[src/sv/fefd_pkg.sv]
`default_nettype none

package fefd_pkg;

    // Framing bytes and the escape codes that follow the escape byte.
    localparam logic [7:0] FLAG_BYTE    = 8'h7E;
    localparam logic [7:0] ESC_BYTE     = 8'h7D;
    localparam logic [7:0] ESC_FOR_ESC  = 8'h01;
    localparam logic [7:0] ESC_FOR_FLAG = 8'h02;

    // Event codes carried on the result channel.
    localparam logic [1:0] EV_DATA     = 2'd0;
    localparam logic [1:0] EV_DONE     = 2'd1;
    localparam logic [1:0] EV_BAD_ESC  = 2'd2;
    localparam logic [1:0] EV_OVERFLOW = 2'd3;

    // Reset value of the frame size limit.
    localparam logic [15:0] MAX_FRAME_RESET = 16'd1024;

    // One queue entry: the results caused by one input byte. When esc_first
    // is set, a raw escape byte goes out as data ahead of the main result.
    typedef struct packed {
        logic        esc_first;
        logic [7:0]  byte_val;
        logic [1:0]  event_code;
        logic [15:0] length;
    } fefd_entry_t;

endpackage

`default_nettype wire

[src/sv/fefd_parser.sv]
`default_nettype none

module fefd_parser (
    input  wire logic                aclk,
    input  wire logic                aresetn,
    input  wire logic                in_accept,
    input  wire logic [7:0]          rx_byte,
    input  wire logic                cfg_write,
    input  wire logic [15:0]         cfg_value,
    output fefd_pkg::fefd_entry_t    push_entry,
    output logic                     push
);
    import fefd_pkg::*;

    logic        in_frame_reg, in_frame_next;
    logic        esc_reg, esc_next;
    logic [15:0] cnt_reg, cnt_next;
    logic [15:0] max_reg;
    logic        room;

    // One more byte fits when the count plus one stays within the limit.
    assign room = ({1'b0, cnt_reg} + 17'd1) <= {1'b0, max_reg};

    // Classify the byte against the framing state and build its results.
    always_comb begin
        in_frame_next = in_frame_reg;
        esc_next      = esc_reg;
        cnt_next      = cnt_reg;
        push          = 1'b0;
        push_entry    = '0;
        if (in_accept) begin
            if (!in_frame_reg) begin
                if (rx_byte == FLAG_BYTE) begin
                    if (room) begin
                        in_frame_next = 1'b1;
                        esc_next      = 1'b0;
                        cnt_next      = 16'd1;
                    end else begin
                        push                  = 1'b1;
                        push_entry.event_code = EV_OVERFLOW;
                        cnt_next              = '0;
                    end
                end
            end else if (rx_byte == FLAG_BYTE) begin
                if (cnt_reg <= 16'd1 && !esc_reg) begin
                    // A flag right after the opening flag restarts the frame.
                    cnt_next = 16'd1;
                end else begin
                    push                 = 1'b1;
                    push_entry.esc_first = esc_reg;
                    if (room) begin
                        push_entry.event_code = EV_DONE;
                        push_entry.length     = cnt_reg + 16'd1;
                    end else begin
                        push_entry.event_code = EV_OVERFLOW;
                    end
                    in_frame_next = 1'b0;
                    esc_next      = 1'b0;
                    cnt_next      = '0;
                end
            end else if (esc_reg) begin
                esc_next = 1'b0;
                push     = 1'b1;
                if (rx_byte == ESC_FOR_ESC) begin
                    push_entry.byte_val = ESC_BYTE;
                end else if (rx_byte == ESC_FOR_FLAG) begin
                    push_entry.byte_val = FLAG_BYTE;
                end else begin
                    push_entry.event_code = EV_BAD_ESC;
                    in_frame_next         = 1'b0;
                    cnt_next              = '0;
                end
            end else if (!room) begin
                push                  = 1'b1;
                push_entry.event_code = EV_OVERFLOW;
                in_frame_next         = 1'b0;
                cnt_next              = '0;
            end else begin
                cnt_next = cnt_reg + 16'd1;
                if (rx_byte == ESC_BYTE) begin
                    esc_next = 1'b1;
                end else begin
                    push                = 1'b1;
                    push_entry.byte_val = rx_byte;
                end
            end
        end
    end

    // Framing state and the size limit register.
    always_ff @(posedge aclk) begin
        if (!aresetn) begin
            in_frame_reg <= 1'b0;
            esc_reg      <= 1'b0;
            cnt_reg      <= '0;
            max_reg      <= MAX_FRAME_RESET;
        end else begin
            in_frame_reg <= in_frame_next;
            esc_reg      <= esc_next;
            cnt_reg      <= cnt_next;
            if (cfg_write) begin
                max_reg <= cfg_value;
            end
        end
    end

    // While hunting, no count and no pending escape are kept.
    a_hunt_clean: assert property (@(posedge aclk) disable iff (!aresetn)
        !in_frame_reg |-> (cnt_reg == 16'd0 && !esc_reg))
        else $error("hunting with frame state left over");

    // A dropped frame always sends the parser back to hunting.
    a_drop_hunts: assert property (@(posedge aclk) disable iff (!aresetn)
        (push && (push_entry.event_code == EV_BAD_ESC ||
                  push_entry.event_code == EV_OVERFLOW)) |=> !in_frame_reg)
        else $error("frame kept after a drop");

    // A raw escape byte is only sent ahead of a closing result.
    a_esc_first: assert property (@(posedge aclk) disable iff (!aresetn)
        (push && push_entry.esc_first) |->
            (push_entry.event_code == EV_DONE || push_entry.event_code == EV_OVERFLOW))
        else $error("raw escape byte without a frame close");

endmodule

`default_nettype wire

[src/sv/fefd_queue.sv]
`default_nettype none

module fefd_queue #(
    parameter int DEPTH = 4
) (
    input  wire logic                  aclk,
    input  wire logic                  aresetn,
    input  wire logic                  push,
    input  wire fefd_pkg::fefd_entry_t push_entry,
    input  wire logic                  pop,
    output fefd_pkg::fefd_entry_t      head,
    output logic                       empty,
    output logic                       full
);
    import fefd_pkg::*;

    localparam int PTR_W = (DEPTH > 1) ? $clog2(DEPTH) : 1;
    localparam int CNT_W = $clog2(DEPTH + 1);

    fefd_entry_t      mem_reg [DEPTH];
    logic [PTR_W-1:0] wr_ptr_reg, wr_ptr_next;
    logic [PTR_W-1:0] rd_ptr_reg, rd_ptr_next;
    logic [CNT_W-1:0] count_reg, count_next;

    assign empty = (count_reg == '0);
    assign full  = (count_reg == CNT_W'(DEPTH));
    assign head  = mem_reg[rd_ptr_reg];

    // Pointer wrap and occupancy.
    always_comb begin
        wr_ptr_next = wr_ptr_reg;
        rd_ptr_next = rd_ptr_reg;
        count_next  = count_reg;
        if (push) begin
            wr_ptr_next = (wr_ptr_reg == PTR_W'(DEPTH - 1)) ? '0 : wr_ptr_reg + PTR_W'(1);
        end
        if (pop) begin
            rd_ptr_next = (rd_ptr_reg == PTR_W'(DEPTH - 1)) ? '0 : rd_ptr_reg + PTR_W'(1);
        end
        if (push && !pop) begin
            count_next = count_reg + CNT_W'(1);
        end else if (pop && !push) begin
            count_next = count_reg - CNT_W'(1);
        end
    end

    always_ff @(posedge aclk) begin
        if (!aresetn) begin
            wr_ptr_reg <= '0;
            rd_ptr_reg <= '0;
            count_reg  <= '0;
        end else begin
            wr_ptr_reg <= wr_ptr_next;
            rd_ptr_reg <= rd_ptr_next;
            count_reg  <= count_next;
        end
    end

    // Entry storage.
    always_ff @(posedge aclk) begin
        if (push) begin
            mem_reg[wr_ptr_reg] <= push_entry;
        end
    end

endmodule

`default_nettype wire

[src/sv/fefd_unpacker.sv]
`default_nettype none

module fefd_unpacker (
    input  wire logic                  aclk,
    input  wire logic                  aresetn,
    input  wire fefd_pkg::fefd_entry_t head,
    input  wire logic                  empty,
    output logic                       pop,
    output logic                       m_tvalid,
    input  wire logic                  m_tready,
    output logic [23:0]                m_tdata,   // out_byte[7:0], frame_length[23:8]
    output logic [1:0]                 m_tuser,   // event_res[1:0]
    output logic                       m_tlast
);
    import fefd_pkg::*;

    logic half_reg, half_next;
    logic esc_phase;

    // The raw escape byte of an entry goes out first, then the main result.
    assign esc_phase = head.esc_first && !half_reg;
    assign m_tvalid  = !empty;
    assign m_tlast   = !esc_phase;
    assign m_tuser   = esc_phase ? EV_DATA : head.event_code;
    assign m_tdata   = esc_phase ? {16'd0, ESC_BYTE} : {head.length, head.byte_val};
    assign pop       = m_tvalid && m_tready && !esc_phase;

    // Track whether the escape byte of the head entry has already been sent.
    always_comb begin
        half_next = half_reg;
        if (m_tvalid && m_tready) begin
            half_next = esc_phase;
        end
    end

    always_ff @(posedge aclk) begin
        if (!aresetn) begin
            half_reg <= 1'b0;
        end else begin
            half_reg <= half_next;
        end
    end

endmodule

`default_nettype wire

[src/sv/flag_escape_frame_deframer.sv]
// Flag and escape frame deframer.
// s_ channel: one raw received byte per transaction on s_tdata[7:0].
// m_ channel: one result per transaction. m_tdata carries the decoded byte in
// [7:0] and the frame length, both flags counted, in [23:8]; m_tuser carries
// the event (data byte, frame complete, bad escape drop, overflow drop);
// m_tlast marks the final result caused by one input byte.
// cfg_ channel: writes the frame size limit in bytes; cfg_ready is always high.
// A parser classifies each byte in the cycle it is taken and queues its
// results; an output stage replays them onto the m_ channel.
// A result is registered in the queue and offered on m_ from there.
// Throughput: one byte per cycle while the queue has room; a byte closing a
// frame after a raw escape byte produces two results on the output.
// When the receiver stalls, the queue of QUEUE_DEPTH entries fills and s_tready
// falls; bytes that produce no result never take a queue entry.
// Reset empties the queue, returns to flag hunting and sets the limit to 1024.
`default_nettype none

module flag_escape_frame_deframer #(
    parameter int QUEUE_DEPTH = 4
) (
    input  wire logic        aclk,
    input  wire logic        aresetn,
    input  wire logic        s_tvalid,
    output logic             s_tready,
    input  wire logic [7:0]  s_tdata,    // rx_byte[7:0]
    output logic             m_tvalid,
    input  wire logic        m_tready,
    output logic [23:0]      m_tdata,    // out_byte[7:0], frame_length[23:8]
    output logic [1:0]       m_tuser,    // event_res[1:0]
    output logic             m_tlast,    // last_of_run
    input  wire logic        cfg_valid,
    output logic             cfg_ready,
    input  wire logic [15:0] cfg_data    // max_frame_bytes[15:0]
);
    import fefd_pkg::*;

    fefd_entry_t push_entry;
    fefd_entry_t head;
    logic        push;
    logic        pop;
    logic        empty;
    logic        full;

    assign s_tready  = !full;
    assign cfg_ready = 1'b1;

    // Front end: framing state and result generation.
    fefd_parser u_parser (
        .aclk       (aclk),
        .aresetn    (aresetn),
        .in_accept  (s_tvalid && s_tready),
        .rx_byte    (s_tdata),
        .cfg_write  (cfg_valid && cfg_ready),
        .cfg_value  (cfg_data),
        .push_entry (push_entry),
        .push       (push)
    );

    // Queue between parser and output stage.
    fefd_queue #(
        .DEPTH (QUEUE_DEPTH)
    ) u_queue (
        .aclk       (aclk),
        .aresetn    (aresetn),
        .push       (push),
        .push_entry (push_entry),
        .pop        (pop),
        .head       (head),
        .empty      (empty),
        .full       (full)
    );

    // Back end: spreads each entry over one or two result transactions.
    fefd_unpacker u_unpacker (
        .aclk     (aclk),
        .aresetn  (aresetn),
        .head     (head),
        .empty    (empty),
        .pop      (pop),
        .m_tvalid (m_tvalid),
        .m_tready (m_tready),
        .m_tdata  (m_tdata),
        .m_tuser  (m_tuser),
        .m_tlast  (m_tlast)
    );

endmodule

`default_nettype wire

[config.mk]
export PLATFORM = sky130hd
export DESIGN_NAME = flag_escape_frame_deframer
export DESIGN_NICKNAME = d
export VERILOG_FILES = /design/src/sv/fefd_pkg.sv /design/src/sv/fefd_parser.sv /design/src/sv/fefd_queue.sv /design/src/sv/fefd_unpacker.sv /design/src/sv/flag_escape_frame_deframer.sv
export SDC_FILE = /design/constraint.sdc
export NUM_CORES = 1
export LEC_CHECK = 0
export BUFFER_PORTS_ARGS = -buffer_cell sky130_fd_sc_hd__buf_2
export CELL_PAD_IN_SITES_DETAIL_PLACEMENT = 2
export CELL_PAD_IN_SITES_GLOBAL_PLACEMENT = 2
export CORE_AREA = 2 2 130 132
export DETAILED_ROUTE_END_ITERATION = 10
export DIE_AREA = 0 0 132 134
export GPL_TIMING_DRIVEN = 1
export PLACE_DENSITY = 0.94
export SETUP_SLACK_MARGIN = 0.05
export SYNTH_ARGS = -nofsm -noshare
export SYNTH_HDL_FRONTEND = slang
export SYNTH_HIERARCHICAL = 1
export SYNTH_SLANG_ARGS = --single-unit
[constraint.sdc]
create_clock -name aclk -period 7.1 [get_ports aclk]
set_clock_uncertainty 0.1 [all_clocks]
set_input_delay 1.065 -clock aclk [delete_from_list [all_inputs] [get_ports aclk]]
set_output_delay 1.065 -clock aclk [all_outputs]
set_load 0.05 [all_outputs]
==> results of run 1 <==
[routing by layer]
metal / share of wire / track usage / vias to the layer above
met2: 0.55 / 0.4771 / 144
met1: 0.39 / 0.3010 / 2507
met3: 0.038 / 0.03628 / 44
met5: 0 / 0 / -
li1: - / - / 2153
met4: 0.028 / 0.1087 / 0
[where the power goes]
part           internal, mW  switching (mW)  leakage, nW
registers             0.952          0.0104         1.37
logic                0.0580           0.121         1.47
clock network         0.512           0.353        0.266
total                  1.52           0.485         3.10
[area by class of cell]
type	instances	share of cell area
Multi-Input combinational cell	335	0.3391
Sequential cell	152	0.5035
Inverter	28	0.01283
Tap cell	220	0.03361
Clock inverter	14	0.01635
Clock buffer	18	0.05240
Timing Repair Buffer	65	0.04216
[cell usage after synthesis, types with 2 or more instances]
library cell / number
sky130_fd_sc_hd__o31ai_1: 3
sky130_fd_sc_hd__nor4_1: 5
sky130_fd_sc_hd__buf_2: 4
sky130_fd_sc_hd__and4_1: 4
sky130_fd_sc_hd__nand2b_1: 7
sky130_fd_sc_hd__clkinv_1: 2
sky130_fd_sc_hd__o2bb2ai_1: 2
sky130_fd_sc_hd__a32oi_1: 7
sky130_fd_sc_hd__nor2b_1: 13
sky130_fd_sc_hd__xnor2_1: 9
sky130_fd_sc_hd__dfxtp_1: 44
sky130_fd_sc_hd__and3_1: 19
sky130_fd_sc_hd__nand4b_1: 2
sky130_fd_sc_hd__inv_1: 26
sky130_fd_sc_hd__buf_6: 5
sky130_fd_sc_hd__nand2_1: 23
sky130_fd_sc_hd__and2_1: 32
sky130_fd_sc_hd__nand3_1: 11
sky130_fd_sc_hd__mux4_1: 7
sky130_fd_sc_hd__mux2i_1: 21
sky130_fd_sc_hd__mux4_2: 20
sky130_fd_sc_hd__a32o_1: 5
sky130_fd_sc_hd__nor2_1: 42
sky130_fd_sc_hd__o21ai_0: 5
sky130_fd_sc_hd__o211ai_1: 2
sky130_fd_sc_hd__a31oi_1: 7
sky130_fd_sc_hd__clkbuf_1: 14
sky130_fd_sc_hd__buf_4: 2
sky130_fd_sc_hd__edfxtp_1: 108
sky130_fd_sc_hd__or3_1: 2
sky130_fd_sc_hd__buf_12: 2
sky130_fd_sc_hd__nor3_1: 5
sky130_fd_sc_hd__a21oi_1: 14
sky130_fd_sc_hd__o21a_1: 2
sky130_fd_sc_hd__ha_1: 25
sky130_fd_sc_hd__nand4_1: 15
sky130_fd_sc_hd__xor2_1: 8
[logic make-up (layout without fill, tap and decap cells)]
logic type | after synthesis | after routing | synth area share
compound gates | 56 | 56 | 0.05861
xor+xnor | 17 | 17 | 0.02070
fa+ha+maj | 26 | 26 | 0.04626
buf+inv | 56 | 125 | 0.04069
flops | 152 | 152 | 0.5732
mux | 48 | 48 | 0.1174
other cells | 1 | 1 | 0.0005212
simple gates | 187 | 187 | 0.1426
[critical path: stages, from the launching register on]
cell and delay, ns:
sky130_fd_sc_hd__dfxtp_1 0.52, sky130_fd_sc_hd__ha_1 0.29, sky130_fd_sc_hd__nand3_1 0.32, sky130_fd_sc_hd__nor2_1 0.32
sky130_fd_sc_hd__nand4_1 0.16, sky130_fd_sc_hd__xnor2_1 0.20, sky130_fd_sc_hd__ha_1 0.32, sky130_fd_sc_hd__nand3_1 0.13
sky130_fd_sc_hd__or4_1 0.61, sky130_fd_sc_hd__a31oi_1 0.32, sky130_fd_sc_hd__o41ai_4 0.09, sky130_fd_sc_hd__buf_4 0.28
sky130_fd_sc_hd__a21oi_1 0.56, sky130_fd_sc_hd__ha_1 0.30, sky130_fd_sc_hd__inv_1 0.08, sky130_fd_sc_hd__fa_1 0.38
sky130_fd_sc_hd__xor2_1 0.19, sky130_fd_sc_hd__or3_1 0.32, sky130_fd_sc_hd__a21boi_0 0.28
[per-stage QoR]
| step | hold WS (ns) | setup WS [ns] | area, sq um | cells |
|---|---|---|---|---|
| finish | 0.4013 | 1.180 | 8190 | 832 |
| CTS | 0.4102 | 1.268 | 8190 | 832 |
| floorplan | 0.3604 | 2.429 | 7194 | 543 |
| global route | 0.4404 | 0.8979 | 8190 | 832 |
| detailed placement | 0.3935 | 1.385 | 7627 | 800 |
| global placement | 0.3771 | 1.975 | 7627 | 800 |
[path summary, 6_finish.rpt]
| kind | end | cells past startpoint |
|---|---|---|
| max reg2reg | u_queue/count_reg[2]$_SDFFE_PN0P_ | 18 |
| max | u_queue/count_reg[2]$_SDFFE_PN0P_ | 18 |
| min reg2reg | u_parser/max_reg[1]$_SDFFE_PN0P_ | 2 |
| min | u_parser/max_reg[1]$_SDFFE_PN0P_ | 2 |
[cells in the final DEF (no fill, tap or decap), types with 6 or more instances in the layout]
cell / n
sky130_fd_sc_hd__mux4_2: 20
sky130_fd_sc_hd__dfxtp_1: 44
sky130_fd_sc_hd__inv_1: 26
sky130_fd_sc_hd__mux4_1: 7
sky130_fd_sc_hd__and3_1: 19
sky130_fd_sc_hd__clkinv_1: 6
sky130_fd_sc_hd__edfxtp_1: 108
sky130_fd_sc_hd__nand3_1: 11
sky130_fd_sc_hd__buf_2: 57
sky130_fd_sc_hd__ha_1: 25
sky130_fd_sc_hd__nand4_1: 15
sky130_fd_sc_hd__a32oi_1: 7
sky130_fd_sc_hd__xor2_1: 8
sky130_fd_sc_hd__nand2_1: 23
sky130_fd_sc_hd__nor2b_1: 13
sky130_fd_sc_hd__a31oi_1: 7
sky130_fd_sc_hd__and2_1: 32
sky130_fd_sc_hd__nor2_1: 42
sky130_fd_sc_hd__buf_4: 8
sky130_fd_sc_hd__xnor2_1: 9
sky130_fd_sc_hd__nand2b_1: 7
sky130_fd_sc_hd__clkbuf_16: 17
sky130_fd_sc_hd__mux2i_1: 21
sky130_fd_sc_hd__a21oi_1: 14
==> implementation parameters, run 1 <==
Parameter                              Value

Status
  Status ... finished clean

STA
  FMAX ... between 150 and 200 MHz
  Number of setup violations in the final report ... 0
  Shortest period the worst path allows ... 5.920 ns
  Slew at the pin closest to its max-slew limit ... roughly 0.88 ns
  Fin crit share ... 0.8338
  Final-report max-slew violation count ... 0
  Relative slew slack ... 0.4115
  Final setup TNS ... 0 ns
  RSZ-0062 raised after global routing ... false
  Number of failing hold endpoints at the final stage ... 0

Clock tree
  Sink count of the clock tree ... roughly 150
  CTS tree ... yes
  Hold-fix buffers at CTS ... 0
  Latest clock arrival within the worst-skew pair ... 0.42 ns
  Number of buffers added by the clock tree synthesis step ... 17
  Clock-pin slew on the worst setup and hold paths ... 0.06 ns
  CTS max path bufs ... 2
  Deepest level of the CTS H-tree ... 4
  Post-CTS resize count ... 0
  Buffer type at the clock tree root ... sky130_fd_sc_hd__clkbuf_16
  Postcts setup bufs ... 0

Drt
  Vias post-DR ... 4848
  Residual DRC ... 0
  First-pass iteration count of the detailed router ... 4
  Ratio of routed vias to standard cells ... 5.827
  Routed wirelength normalized by instance count ... 26.41 um
  DRT iter0 DRCs ... 303
  Drt total wl ... ~22000 um
  Antenna Nets Post-Route ... 0

Place
  Port Buffers ... 57
  HPWL after detailed placement ... 15200 um
  Placer's final routability congestion estimate ... 0.8944

Synth
  Portion of the post-synthesis area used by sequential elements ... 0.5732
  Count of flip-flops with a built-in enable after synthesis ... approximately 110
  FFs w/ async S/R, synth ... 0
  Predominant post-synthesis flop cell ... sky130_fd_sc_hd__edfxtp_1
  Total number of yosys warnings ... 6
  Cell type with the highest aggregate area in the netlist ... sky130_fd_sc_hd__edfxtp_1
  Fraction of post-synthesis cell area in the top cell type by area ... 0.4508
  Post-synthesis cell count ... 543
  FF+latch count, synth ... between 150 and 200
  Cell types occupying the most area after synthesis ... sky130_fd_sc_hd__edfxtp_1 (45%), sky130_fd_sc_hd__dfxtp_1 (12%), sky130_fd_sc_hd__mux4_2 (6.3%)
  Mapped Nets ... between 500 and 600
  Cell variety after synth ... 56
  Mapped cell area ... between 7000 and 8000 sq um
  Mapped Avg Cell Area ... 13.25 sq um

Power
  Power density over the cells ... 244.9 nW/um^2
  Maximum resistive drop on vdd ... 154.1 uV
  Leakage power of the design ... 3.099 nW
  Total power of the final layout ... roughly 2 mW

GRT
  Total routing usage reported by global routing ... 0.2582
  Largest net degree at the start of global routing ... 45
  Number of global-route vias before repair ... 5348
  Total overflow reported by the global router ... 0
  Number of antenna violations at the first check in global routing ... 0
  Global-route wire length before repair ... 33530 um

Cells and area
  Count of inserted antenna diode cells ... 0
  Total area of multi-input combinational cells ... 2778 sq um
  Register area ... around 4100 sq um
  Number of fillers in the final layout ... roughly 1.6k
  Final nets ... 654
  Area delta synth->final ... 13.84%
  Post-route core utilization ... 0.5028
  Fraction of final layout cells sized beyond drive strength 1 ... 0.1928
  Max reg flops ... roughly 110

Setup path
  Critical Path AT ... just over 6 ns
  Startpoint class of the critical path ... flip-flop
  Critical path endpoint category ... flip-flop
  Critical path peak fanout ... 44
  Setup slack on the worst flop-to-flop path ... around 1.2 ns
  RR Startpoint ... u_parser/cnt_reg[0]$_SDFFE_PN0P_
  Type of the setup path with the least slack ... reg -> reg
  Required time of the worst setup path ... 7.30 ns
  Beginning of the critical path ... u_parser/cnt_reg[0]$_SDFFE_PN0P_

Floorplanning
  Number of placement rows ... 47
  Placeable core area ... between 15000 and 20000 sq um
  Die span in y ... 134 um
  Full die area ... about 18000 sq um
  Die X ... 132 um
  Number of ports placed on the die boundary ... 59
  Effective utilization at floorplan ... 0.4417

Flow run
  # Max-Cap Violations ... 0

Worst hold path
  Classification of the worst-slack hold path ... reg -> reg
  Min-delay src ... u_parser/max_reg[1]$_SDFFE_PN0P_
Power figures use the tool's default switching activity.
==> run 2, diff against run 1 <==
--- a/config.mk
+++ b/config.mk
@@ -8,11 +8,11 @@
 export BUFFER_PORTS_ARGS = -buffer_cell sky130_fd_sc_hd__buf_2
 export CELL_PAD_IN_SITES_DETAIL_PLACEMENT = 2
 export CELL_PAD_IN_SITES_GLOBAL_PLACEMENT = 2
-export CORE_AREA = 2 2 130 132
+export CORE_AREA = 2 2 134 136
 export DETAILED_ROUTE_END_ITERATION = 10
-export DIE_AREA = 0 0 132 134
+export DIE_AREA = 0 0 136 138
 export GPL_TIMING_DRIVEN = 1
-export PLACE_DENSITY = 0.94
+export PLACE_DENSITY = 0.9
 export SETUP_SLACK_MARGIN = 0.05
 export SYNTH_ARGS = -nofsm -noshare
 export SYNTH_HDL_FRONTEND = slang
==> constraint.sdc (replaced) <==
create_clock -name aclk -period 5.6 [get_ports aclk]
set_clock_uncertainty 0.1 [all_clocks]
set_input_delay 0.84 -clock aclk [delete_from_list [all_inputs] [get_ports aclk]]
set_output_delay 0.84 -clock aclk [all_outputs]
set_load 0.05 [all_outputs]
==> run 2 against run 1 <==
Hold slack lost 0.00056 ns. Largest cell class unchanged. Critical endpoint unchanged. Sequential power grew 27%. Combinational power grew 27%. Clock power grew 28%. Design area grew 0.67%. Worst setup slack lost 0.76 ns. Routed wire length shrank 7.9%. Non-clock buffer count shrank 1.
==> implementation parameters, run 2 (synthesis results as in run 1) <==
Parameter                              Value

Status
  Status ... finished clean

STA
  FMAX ... 193.2 MHz
  Final-report max-slew violation count ... 0
  Shortest period the worst path allows ... between 5 and 6 ns
  Number of failing hold endpoints at the final stage ... 0
  Number of setup violations in the final report ... 0
  Relative slew slack ... 0.2998
  RSZ-0062 raised after global routing ... false
  Final setup TNS ... 0 ns
  Fin crit share ... 0.9243
  Slew at the pin closest to its max-slew limit ... 1.045 ns

Cells and area
  Final nets ... 653
  Fraction of final layout cells sized beyond drive strength 1 ... 0.2013
  Area delta synth->final ... 14.61%
  Most common cell after layout, fill and taps aside ... sky130_fd_sc_hd__edfxtp_1
  Leading cell types in the layout, fill and taps excluded ... sky130_fd_sc_hd__edfxtp_1 (108), sky130_fd_sc_hd__buf_2 (57), sky130_fd_sc_hd__dfxtp_1 (44)
  Max reg flops ... 108
  Post-route core utilization ... 0.4702
  Register area ... 4124 sq um
  Total area of multi-input combinational cells ... roughly 2800 sq um
  Number of fillers in the final layout ... 1763

Floorplanning
  Number of placement rows ... 49
  Full die area ... roughly 19000 sq um
  Effective utilization at floorplan ... 0.4103
  Number of ports placed on the die boundary ... 59
  Die X ... 136 um
  Die span in y ... between 100 and 150 um
  Placeable core area ... approximately 18000 sq um

Flow run
  # Max-Cap Violations ... 0

Drt
  Drt total wl ... 20230 um
  DRT iter0 DRCs ... around 290
  Routed wirelength normalized by instance count ... approximately 24 um
  Ratio of routed vias to standard cells ... 5.634
  Antenna Nets Post-Route ... 0
  Vias post-DR ... 4738
  Residual DRC ... 0
  First-pass iteration count of the detailed router ... 5

Worst hold path
  Classification of the worst-slack hold path ... reg -> reg

Clock tree
  Deepest level of the CTS H-tree ... 4
  Post-CTS resize count ... 0
  Latest clock arrival within the worst-skew pair ... around 0.43 ns
  CTS max path bufs ... 2
  CTS tree ... yes
  Sink count of the clock tree ... 152
  Clock-pin slew on the worst setup and hold paths ... 0.07 ns
  Hold-fix buffers at CTS ... 0
  Buffer type at the clock tree root ... sky130_fd_sc_hd__clkbuf_16
  Postcts setup bufs ... 0
  Number of buffers added by the clock tree synthesis step ... 17

GRT
  Number of antenna violations at the first check in global routing ... 1
  Number of global-route vias before repair ... 5336
  Total routing usage reported by global routing ... 0.2282
  Largest net degree at the start of global routing ... 44
  Total overflow reported by the global router ... 0
  Global-route wire length before repair ... 32040 um

Setup path
  Required time of the worst setup path ... 5.85 ns
  Critical path peak fanout ... 9
  Critical path endpoint category ... flip-flop
  Startpoint class of the critical path ... flip-flop
  Type of the setup path with the least slack ... reg -> reg
  Critical Path AT ... 5.43 ns

Power
  Maximum resistive drop on vdd ... about 210 uV
  Power density over the cells ... approximately 310 nW/um^2
  Leakage power of the design ... 3.100 nW

Place
  Placer's final routability congestion estimate ... 0.8363
  Port Buffers ... 57
  HPWL after detailed placement ... 13720 um
-- run 2: cell count changes in the layout (fill, tap and decap cells not counted), moves of 2 or more --
cell / before / now
sky130_fd_sc_hd__inv_6: 0 / 3
sky130_fd_sc_hd__buf_4: 8 / 5
sky130_fd_sc_hd__clkinv_2: 2 / 0
sky130_fd_sc_hd__clkinv_1: 6 / 3
sky130_fd_sc_hd__clkinv_4: 3 / 5
sky130_fd_sc_hd__buf_12: 0 / 2
-- run 2: area by class of cell --
class	count	share of cell area
multi-input combinational	335	0.3388
clock inverter	15	0.01760
antenna	1	0.0003035
timing repair buffer	64	0.04401
tap	229	0.03475
clock buffer	17	0.05159
sequential	152	0.5002
inverter	28	0.01275
-- run 2: critical path, cell delays in order (launching register included) --
cell,delay [ns]
sky130_fd_sc_hd__dfxtp_1,0.55
sky130_fd_sc_hd__ha_1,0.30
sky130_fd_sc_hd__nand3_1,0.26
sky130_fd_sc_hd__nor2_1,0.30
sky130_fd_sc_hd__nand4_1,0.16
sky130_fd_sc_hd__xnor2_1,0.19
sky130_fd_sc_hd__ha_1,0.32
sky130_fd_sc_hd__nand3_1,0.13
sky130_fd_sc_hd__or4_1,0.63
sky130_fd_sc_hd__a31oi_1,0.38
sky130_fd_sc_hd__o41ai_4,0.15
sky130_fd_sc_hd__a21oi_4,0.25
sky130_fd_sc_hd__ha_1,0.24
sky130_fd_sc_hd__inv_1,0.08
sky130_fd_sc_hd__fa_1,0.39
sky130_fd_sc_hd__xor2_1,0.19
sky130_fd_sc_hd__or3_1,0.30
sky130_fd_sc_hd__a21boi_0,0.16
-- run 2: where the power goes --
| part | internal [mW] | total (mW) | leakage (nW) | switching [mW] |
|---|---|---|---|---|
| Sequential | 1.21 | 1.22 | 1.37 | 0.0133 |
| Combinational | 0.0738 | 0.228 | 1.47 | 0.154 |
| Clock | 0.619 | 1.11 | 0.266 | 0.489 |
| Total | 1.90 | 2.56 | 3.10 | 0.657 |
-- run 2: metrics by stage --
| step | setup slack (ns) | instance area, sq um | instances | total power, mW | hold WS (ns) |
|---|---|---|---|---|---|
| 6_report | 0.4237 | 8245 | 841 | 2.556 | 0.4007 |
| 5_1_grt | 0.07939 | 8245 | 841 | 2.644 | 0.4317 |
| 4_1_cts | 0.1506 | 8232 | 840 | 2.580 | 0.4071 |
| 3_5_place_dp | 0.2345 | 7661 | 808 | 1.467 | 0.3905 |
| 3_3_place_gp | 0.7106 | 7661 | 808 | 1.452 | 0.3784 |
| 2_1_floorplan | 0.9286 | 7194 | 543 | 1.407 | 0.3604 |
-- run 2: final timing paths --
path | from | end | slack, ns | cells past startpoint
min | u_parser/max_reg[13]$_SDFFE_PN0P_ | u_parser/max_reg[13]$_SDFFE_PN0P_ | 0.40 | 2
max reg2reg | u_parser/cnt_reg[0]$_SDFFE_PN0P_ | u_queue/count_reg[2]$_SDFFE_PN0P_ | 0.42 | 17
min reg2reg | u_parser/max_reg[13]$_SDFFE_PN0P_ | u_parser/max_reg[13]$_SDFFE_PN0P_ | 0.40 | 2
max | u_parser/cnt_reg[0]$_SDFFE_PN0P_ | u_queue/count_reg[2]$_SDFFE_PN0P_ | 0.42 | 17
-- run 2: metal layers --
layer	vias to the layer above	share of wire	global-route usage
met5	-	0	0
met4	0	0.023	0.07621
met3	32	0.027	0.04107
met2	103	0.51	0.3861
met1	2444	0.43	0.2951
li1	2159	-	-
==> run 3, diff against run 2 <==
--- a/config.mk
+++ b/config.mk
@@ -8,11 +8,11 @@
 export BUFFER_PORTS_ARGS = -buffer_cell sky130_fd_sc_hd__buf_2
 export CELL_PAD_IN_SITES_DETAIL_PLACEMENT = 2
 export CELL_PAD_IN_SITES_GLOBAL_PLACEMENT = 2
-export CORE_AREA = 2 2 134 136
+export CORE_AREA = 2 2 130 132
 export DETAILED_ROUTE_END_ITERATION = 10
-export DIE_AREA = 0 0 136 138
+export DIE_AREA = 0 0 132 134
 export GPL_TIMING_DRIVEN = 1
-export PLACE_DENSITY = 0.9
+export PLACE_DENSITY = 0.94
 export SETUP_SLACK_MARGIN = 0.05
 export SYNTH_ARGS = -nofsm -noshare
 export SYNTH_HDL_FRONTEND = slang
==> constraint.sdc (replaced) <==
create_clock -name aclk -period 6.5 [get_ports aclk]
set_clock_uncertainty 0.1 [all_clocks]
set_input_delay 0.975 -clock aclk [delete_from_list [all_inputs] [get_ports aclk]]
set_output_delay 0.975 -clock aclk [all_outputs]
set_load 0.05 [all_outputs]
==> run 3 against run 2 <==
Count of clock-buffer cells in the layout up 3. Worst setup slack better by 0.46 ns. Sequential cell count unchanged.
==> implementation parameters, run 3 (synthesis results as in run 1) <==
Parameter                              Value

Clock tree
  CTS tree ... yes
  Buffer type at the clock tree root ... sky130_fd_sc_hd__clkbuf_16
  Clock-pin slew on the worst setup and hold paths ... 0.06 ns
  Post-CTS resize count ... 0
  Postcts setup bufs ... 0
  Latest clock arrival within the worst-skew pair ... 0.42 ns
  Sink count of the clock tree ... 152
  CTS max path bufs ... 2
  Number of buffers added by the clock tree synthesis step ... 17
  Hold-fix buffers at CTS ... 0
  Deepest level of the CTS H-tree ... 4

STA
  Number of failing hold endpoints at the final stage ... 0
  Final-report max-slew violation count ... 0
  Slew at the pin closest to its max-slew limit ... between 1 and 1.5 ns
  Relative slew slack ... 0.2488
  Worst Setup Slack, final ... 0.8827 ns
  Number of setup violations in the final report ... 0
  Shortest period the worst path allows ... roughly 5.6 ns
  FMAX ... 178.0 MHz
  RSZ-0062 raised after global routing ... false
  Fin crit share ... 0.8642
  Final setup TNS ... 0 ns

GRT
  Global-route wire length before repair ... 33620 um
  Largest net degree at the start of global routing ... 44
  GRT met1 Usage ... 0.2959
  Number of antenna violations at the first check in global routing ... 0
  Total overflow reported by the global router ... 0
  Met3 layer usage reported by global route ... 0.06349
  Met2 track utilization from global routing ... 0.4650
  Most heavily used metal layer in global routing ... met2
  Total routing usage reported by global routing ... 0.2606
  Number of global-route vias before repair ... 5427

Place
  Placed cell count ... 800
  Placer's final routability congestion estimate ... slightly above 0.9
  Port Buffers ... 57
  HPWL after detailed placement ... 15480 um
  Pre-CTS setup slack ... a little over 1 ns

Status
  Status ... finished clean

Setup path
  Count of cells along the worst register-to-register path ... 17
  Required time of the worst setup path ... about 6.7 ns
  Type of the setup path with the least slack ... reg -> reg
  Critical path endpoint category ... flip-flop
  Cell with the biggest individual delay on the critical path ... sky130_fd_sc_hd__or4_1
  Startpoint class of the critical path ... flip-flop
  Critical path peak fanout ... 9
  Critical Path Most Common Cell ... sky130_fd_sc_hd__ha_1
  Critical Path Max Stage Delay ... 0.61 ns
  Critical Path AT ... around 6 ns
  Ordered list of cells on the worst path ... ha_1 -> nand3_1 -> nor2_1 -> nand4_1 -> xnor2_1 -> ha_1 -> nand3_1 -> or4_1 -> a31oi_1 -> o41ai_4 -> a21oi_1 -> ha_1 -> inv_1 -> fa_1 -> xor2_1 -> or3_1 -> a21boi_0

Cells and area
  Total area of multi-input combinational cells ... 2778 sq um
  Cell Count, Final, Fillers Out ... 832
  Leading cell types in the layout, fill and taps excluded ... sky130_fd_sc_hd__edfxtp_1 (108), sky130_fd_sc_hd__buf_2 (57), sky130_fd_sc_hd__dfxtp_1 (44)
  Area delta synth->final ... 14.10%
  Max reg flops ... between 100 and 150
  Number of fillers in the final layout ... roughly 1.6k
  Final nets ... 654
  Fraction of final layout cells sized beyond drive strength 1 ... 0.1993
  Post-route core utilization ... 0.5040
  Most common cell after layout, fill and taps aside ... sky130_fd_sc_hd__edfxtp_1
  Count of inserted antenna diode cells ... 0
  Register area ... just over 4000 sq um

Drt
  DRT iter0 DRCs ... approximately 340
  Routed wirelength normalized by instance count ... ~26 um
  First-pass iteration count of the detailed router ... 4
  Ratio of routed vias to standard cells ... approximately 5.8
  Antenna Nets Post-Route ... 0
  Residual DRC ... 0
  Drt total wl ... 21870 um
  Vias post-DR ... 4847

Floorplanning
  Placeable core area ... 16290 sq um
  Number of placement rows ... 47
  Number of ports placed on the die boundary ... 59
  Full die area ... 17690 sq um
  Die X ... between 100 and 150 um
  Effective utilization at floorplan ... 0.4417
  Die span in y ... 134 um

Worst hold path
  Classification of the worst-slack hold path ... reg -> reg
  Min-Delay Path Depth ... 2

Power
  Power density over the cells ... 269.5 nW/um^2
  Total power of the final layout ... ~2.2 mW
  Maximum resistive drop on vdd ... 188.7 uV
  Leakage power of the design ... 3.109 nW

Flow run
  # Max-Cap Violations ... 0
-- run 3: report_power, final --
group	internal, mW	leakage (nW)	switching (mW)	total, mW
clock	0.562	0.275	0.401	0.963
sequential	1.04	1.37	0.0112	1.05
combinational	0.0636	1.47	0.135	0.198
total	1.66	3.11	0.547	2.21
-- run 3: layout make-up --
class,instances,share of cell area
well taps,220,0.03353
clock inverters,12,0.01402
flip-flops and latches,152,0.5024
clock buffers,20,0.05685
inverters,28,0.01280
repair buffers,65,0.04207
multi-input cells,335,0.3384
-- run 3: worst paths after layout --
check / from / to / slack [ns]
worst max register to register: u_parser/cnt_reg[0]$_SDFFE_PN0P_ / u_queue/count_reg[2]$_SDFFE_PN0P_ / 0.88
worst max-delay path: u_parser/cnt_reg[0]$_SDFFE_PN0P_ / u_queue/count_reg[2]$_SDFFE_PN0P_ / 0.88
worst min register to register: u_parser/max_reg[13]$_SDFFE_PN0P_ / u_parser/max_reg[13]$_SDFFE_PN0P_ / 0.40
worst min-delay path: u_parser/max_reg[13]$_SDFFE_PN0P_ / u_parser/max_reg[13]$_SDFFE_PN0P_ / 0.40
-- run 3: per-layer routing --
metal  wire length, um  share of wire
met1              8401           0.38
met2             11560           0.53
met3               961          0.044
met4               940          0.043
met5                 0              0
-- run 3: through the flow --
step / hold WS (ns) / area [sq um]
global placement: 0.3776 / 7627
finish: 0.4031 / 8209
CTS: 0.4064 / 8209
floorplan: 0.3604 / 7194
global route: 0.4460 / 8209
detailed placement: 0.3911 / 7627
-- run 3: worst max-delay path: cells and delay by family (launching register included) --
kind | cells | cell delay (ns)
AND/OR/NAND/NOR | 6 | 1.80
XOR/XNOR | 2 | 0.40
flip-flops | 1 | 0.49
buffers and inverters | 1 | 0.08
AO/OA/AOI/OAI | 4 | 1.29
adder cells (fa/ha/maj) | 4 | 1.37
